$ cat src/rtl/fcpa_pkg.sv
// ----------------------------------------------------------------------------
// fcpa_pkg: shared types and constants of the chunk pool allocator
// Operation kinds, status codes, widths and the pool size bound.
// ----------------------------------------------------------------------------
package fcpa_pkg;

  localparam int HANDLE_W = 10;
  localparam int COUNT_W  = 11;
  localparam int MAX_CHUNKS = 1024;
  localparam int LINK_W = HANDLE_W + 1;

  localparam logic [COUNT_W-1:0] MAX_CHUNKS_C = COUNT_W'(MAX_CHUNKS);
  localparam logic [COUNT_W-1:0] COUNT_MAX    = {COUNT_W{1'b1}};

  localparam logic [1:0] OP_ALLOC = 2'd0;
  localparam logic [1:0] OP_FREE  = 2'd1;
  localparam logic [1:0] OP_NULL  = 2'd2;

  localparam logic [1:0] ST_ALLOCATED = 2'd0;
  localparam logic [1:0] ST_FAILED    = 2'd1;
  localparam logic [1:0] ST_FREED     = 2'd2;
  localparam logic [1:0] ST_NULL_FREE = 2'd3;

  localparam logic CFG_CHUNKS_PER_BLOCK = 1'b0;
  localparam logic CFG_ALLOW_GROWTH     = 1'b1;

  typedef struct packed {
    logic [1:0]          op;
    logic [HANDLE_W-1:0] handle;
  } req_t;

endpackage

$ cat src/rtl/fcpa_front.sv
// ----------------------------------------------------------------------------
// fcpa_front: request intake and classification
// Classifies each request and holds it in a two-entry queue for the back end.
// ----------------------------------------------------------------------------
module fcpa_front (
  input  logic                           clk,
  input  logic                           rst,
  input  logic                           in_valid,
  output logic                           in_ready,
  input  logic                           func,
  input  logic [fcpa_pkg::HANDLE_W-1:0]  handle,
  input  logic                           handle_null,
  output logic                           q_valid,
  input  logic                           q_ready,
  output fcpa_pkg::req_t                 q_item
);
  import fcpa_pkg::*;

  req_t       slots [2];
  logic       wr_ptr;
  logic       rd_ptr;
  logic [1:0] fill;
  req_t       item;
  logic       push;
  logic       pop;

  always_comb begin
    item.handle = handle;
    if (!func) begin
      item.op = OP_ALLOC;
    end else if (handle_null) begin
      item.op = OP_NULL;
    end else begin
      item.op = OP_FREE;
    end
  end

  assign in_ready = (fill != 2'd2);
  assign push     = in_valid && in_ready;
  assign q_valid  = (fill != 2'd0);
  assign pop      = q_valid && q_ready;
  assign q_item   = slots[rd_ptr];

  always_ff @(posedge clk) begin
    if (push) begin
      slots[wr_ptr] <= item;
    end
  end

  always_ff @(posedge clk) begin
    if (rst) begin
      wr_ptr <= 1'b0;
      rd_ptr <= 1'b0;
      fill   <= 2'd0;
    end else begin
      if (push) begin
        wr_ptr <= ~wr_ptr;
      end
      if (pop) begin
        rd_ptr <= ~rd_ptr;
      end
      if (push && !pop) begin
        fill <= fill + 2'd1;
      end else if (pop && !push) begin
        fill <= fill - 2'd1;
      end
    end
  end

endmodule

$ cat config.mk
export PLATFORM = sky130hd
export DESIGN_NAME = fcpa_front
export DESIGN_NICKNAME = d
export VERILOG_FILES = /design/src/rtl/fcpa_pkg.sv /design/src/rtl/fcpa_front.sv
export SDC_FILE = /design/constraint.sdc
export NUM_CORES = 1
export LEC_CHECK = 0
export BUFFER_PORTS_ARGS = -buffer_cell sky130_fd_sc_hd__buf_2
export CELL_PAD_IN_SITES_DETAIL_PLACEMENT = 1
export CELL_PAD_IN_SITES_GLOBAL_PLACEMENT = 2
export CORE_MARGIN = 5
export CORE_UTILIZATION = 35
export CTS_CLUSTER_SIZE = 24
export DETAILED_ROUTE_END_ITERATION = 8
export GPL_TIMING_DRIVEN = 0
export PLACE_DENSITY_LB_ADDON = 0.1
export REMOVE_ABC_BUFFERS = 1
export SLEW_MARGIN = 25
export SYNTH_ARGS = -nofsm -noshare
export SYNTH_HDL_FRONTEND = slang
export SYNTH_SLANG_ARGS = --single-unit
$ cat constraint.sdc
create_clock -name clk -period 2 [get_ports clk]
set_input_delay 0.3 -clock clk [delete_from_list [all_inputs] [get_ports clk]]
set_output_delay 0.3 -clock clk [all_outputs]
set_load 0.005 [all_outputs]
==> flow_results.xml <==
<?xml version="1.0" encoding="UTF-8"?>
<metrics>
  <group name="status">
    <metric name="run_status" unit="">finished clean</metric>
  </group>
  <group name="grt">
    <metric name="first_global_vias" unit="">695</metric>
    <metric name="grt.met2_usage" unit="">0.1740</metric>
    <metric name="grt_start_max_net_pins" unit="">13</metric>
    <metric name="grt_remaining_overflow" unit="">0</metric>
    <metric name="grt_first_pass_wirelength" unit="mm">3.332</metric>
    <metric name="track_usage" unit="">0.1076</metric>
    <metric name="gr_met3_demand_resource" unit="">0.05782</metric>
    <metric name="globalRoute.busiestLayer" unit="">met2</metric>
    <metric name="grtUsageMet1" unit="">0.1165</metric>
    <metric name="antenna_found_initial" unit="">0</metric>
  </group>
  <group name="floorplanning">
    <metric name="die_w" unit="um">65.96</metric>
    <metric name="row_count" unit="">20</metric>
    <metric name="initial_utilization" unit="">0.3620</metric>
    <metric name="ios" unit="">30</metric>
    <metric name="die_area" unit="sq um">4351</metric>
    <metric name="die_h" unit="um">65.96</metric>
    <metric name="fp.coreArea" unit="sq um">3028</metric>
  </group>
  <group name="drt">
    <metric name="routed-via-count" unit="">638</metric>
    <metric name="final_antenna_violating_net_count" unit="">0</metric>
    <metric name="wl_per_cell" unit="um">13.99</metric>
    <metric name="via_per_inst" unit="">4.462</metric>
    <metric name="detail_route.drc_violations" unit="">0</metric>
    <metric name="dr.pass1.iters" unit="">4</metric>
    <metric name="detailedRoute.firstIterationViolations" unit="">10</metric>
    <metric name="finalWirelength" unit="mm">2.001</metric>
  </group>
  <group name="flow_run">
    <metric name="maxCapViolations" unit="">0</metric>
  </group>
  <group name="setup_path">
    <metric name="worstSetupPathDepth" unit="">2</metric>
    <metric name="critical_path.cell_chain" unit="">mux2_2 -&gt; buf_2</metric>
    <metric name="r2r_start" unit="">fill[0]$_SDFFE_PP0P_</metric>
    <metric name="cell_at_the_slowest_stage_of_the_critical_path" unit="">dfxtp_1</metric>
    <metric name="worst-path-buf-inv" unit="">1</metric>
    <metric name="criticalPathCategory" unit="">flop to primary output</metric>
    <metric name="max_stage_delay" unit="ns">0.69</metric>
    <metric name="worst_ep_required_time" unit="ns">1.70</metric>
    <metric name="cell_type_group_with_the_largest_total_delay_on_the_critical_path" unit="">flip-flops</metric>
    <metric name="critical_path_arrival" unit="ns">1.53</metric>
    <metric name="rr_worst_depth" unit="">5</metric>
    <metric name="worst_setup_path_end_kind" unit="">primary output</metric>
    <metric name="critPathLaunchType" unit="">flop</metric>
    <metric name="cp_max_fo" unit="">12</metric>
  </group>
  <group name="synth">
    <metric name="synth_seq_area_share" unit="">0.7489</metric>
    <metric name="ys_seq_elements" unit="">29</metric>
    <metric name="synthesis.instances" unit="">63</metric>
    <metric name="ys_warn_count" unit="">0</metric>
    <metric name="post_synth_instance_area" unit="sq um">1096</metric>
    <metric name="synthDistinctLibCells" unit="">18</metric>
    <metric name="postSynthAreaPerCell" unit="sq um">17.40</metric>
  </group>
  <group name="timing">
    <metric name="finalHoldViolations" unit="">0</metric>
    <metric name="clock-skew-final" unit="ns">0.004206</metric>
    <metric name="setup_viol" unit="">0</metric>
    <metric name="worst-slew-pin-transition" unit="ns">0.5707</metric>
    <metric name="post-route-period-util" unit="">0.9167</metric>
    <metric name="finalCriticalPeriod" unit="ns">1.833</metric>
    <metric name="grt_setup_unrepaired" unit="">false</metric>
    <metric name="timing.hold.ws" unit="ns">0.1710</metric>
    <metric name="worst_slack" unit="ns">0.1665</metric>
    <metric name="relative_slew_slack" unit="">0.6190</metric>
    <metric name="fmax" unit="MHz">545.4</metric>
    <metric name="fin_tns_setup" unit="ns">0</metric>
    <metric name="drv_slew" unit="">0</metric>
  </group>
  <group name="layout">
    <metric name="proportion_of_layout_cells_with_a_drive_suffix_above_1" unit="">0.4949</metric>
    <metric name="layout_area_growth_over_synthesis" unit="%">22.37</metric>
    <metric name="final.fill_count" unit="">334</metric>
    <metric name="fin_nets" unit="">115</metric>
    <metric name="antenna_cells_inserted" unit="">0</metric>
  </group>
  <group name="cts">
    <metric name="cts_tree" unit="">yes</metric>
    <metric name="cts_hold_buf" unit="">0</metric>
    <metric name="cts_resized" unit="">0</metric>
    <metric name="clock_latency" unit="ns">0.31</metric>
    <metric name="tritoncts.num_buffers" unit="">5</metric>
    <metric name="cts_post_setup_buffers_inserted" unit="">0</metric>
    <metric name="root_buffer" unit="">clkbuf_4</metric>
    <metric name="clkSlewWorstSetupHoldPaths" unit="ns">0.09</metric>
    <metric name="cts.path.max_buffers" unit="">2</metric>
    <metric name="cts.htree.levels" unit="">2</metric>
    <metric name="clock_sinks" unit="">29</metric>
  </group>
  <group name="worst_hold_path">
    <metric name="min_path_type" unit="">input port to flop</metric>
    <metric name="worst_hold_startpoint" unit="">handle[9]</metric>
    <metric name="hold_depth" unit="">1</metric>
  </group>
  <group name="placement">
    <metric name="detailedPlacementHpwl" unit="mm">1.359</metric>
    <metric name="place_congestion" unit="">0.6088</metric>
    <metric name="count_of_port_buffers_added_during_placement" unit="">29</metric>
    <metric name="preCtsSetupSlack" unit="ns">0.3835</metric>
  </group>
  <group name="pwr">
    <metric name="power_per_cell_area" unit="nW/um^2">1149</metric>
    <metric name="leakage" unit="nW">0.5205</metric>
    <metric name="vdd.ir_drop.worst" unit="mV">0.4950</metric>
  </group>
</metrics>
[cell usage in the layout, fill, tap and decap left out, types with 2 or more instances in the layout]
cell type	netlist	layout
o21ai_0	2	2
nor2_1	3	3
a21oi_1	2	2
mux2_2	12	12
edfxtp_1	24	24
clkbuf_4	0	5
and2_1	2	2
xor2_1	3	3
buf_2	1	29
clkinv_1	0	2
dfxtp_1	5	5
[layer usage]
| metal | routed length, um | share of wire | vias up |
|---|---|---|---|
| met5 | 0 | 0 | - |
| met4 | 30 | 0.015 | 0 |
| met3 | 164 | 0.082 | 6 |
| met2 | 1022 | 0.51 | 21 |
| met1 | 784 | 0.39 | 307 |
| li1 | - | - | 304 |
[synthesized netlist by cell type]
cell	n	area share
or2_2	1	0.0057
or3_1	1	0.0057
inv_1	1	0.0034
nand3b_1	1	0.0069
o21ai_0	2	0.0091
buf_2	1	0.0046
and2_1	2	0.011
nand2b_1	1	0.0057
and3_1	1	0.0057
a21oi_1	2	0.0091
nor2_1	3	0.010
dfxtp_1	5	0.091
nor2b_1	1	0.0057
xor2_1	3	0.024
ha_1	1	0.011
a21bo_2	1	0.0091
mux2_2	12	0.12
edfxtp_1	24	0.66
[metrics by stage]
stage | cell area, sq um | utilization | power (W) | std cells
2_1_floorplan | 1091 | - | 0.001078 | 62
3_3_place_gp | 1291 | 0.4264 | 0.001238 | 135
3_5_place_dp | 1291 | 0.4264 | 0.001251 | 135
4_1_cts | 1341 | 0.4430 | 0.001579 | 143
5_1_grt | 1341 | 0.4430 | 0.001660 | 143
6_report | 1341 | 0.4430 | 0.001541 | 143
[path summary, 6_finish.rpt]
path                                              end  slack [ns]
worst max-delay path                       q_item[11]        0.17
worst min register to register    rd_ptr$_SDFFE_PP0P_        0.52
worst min-delay path            slots[0][9]$_DFFE_PP_        0.17
worst max register to register   fill[1]$_SDFFE_PP0P_        0.37
[power by group]
part           switching [W]  internal, W  total (W)  leakage, nW
sequential         0.0000716     0.000763   0.000835        0.266
clock               0.000191     0.000127   0.000317       0.0300
combinational       0.000171     0.000218   0.000389        0.224
[sequential cells by signal (all words and copies together), names as in the netlist, named ones only]
name and cells:
slots 24, fill 2, rd_ptr 1, wr_ptr 1
[cell families (layout without fill, tap and decap cells)]
group	Yosys count	count (layout)	share of synthesized area
AND/OR/NAND/NOR	11	11	0.05710
adder cells (fa/ha/maj)	1	1	0.01141
AO/OA/AOI/OAI	5	5	0.02740
multiplexers	12	12	0.1233
buffers and inverters	2	38	0.007983
flip-flops	29	29	0.7489
XOR/XNOR	3	3	0.02398
[layout make-up]
| class | instances | area (sq um) | share of cell area |
|---|---|---|---|
| clock buffers | 5 | 37.54 | 0.02798 |
| clock inverters | 3 | 12.51 | 0.009328 |
| inverters | 1 | 3.754 | 0.002798 |
| multi-input cells | 32 | 266.5 | 0.1987 |
| flip-flops and latches | 29 | 820.8 | 0.6119 |
| well taps | 44 | 55.05 | 0.04104 |
| repair buffers | 29 | 145.1 | 0.1082 |
Power figures use the tool's default switching activity.
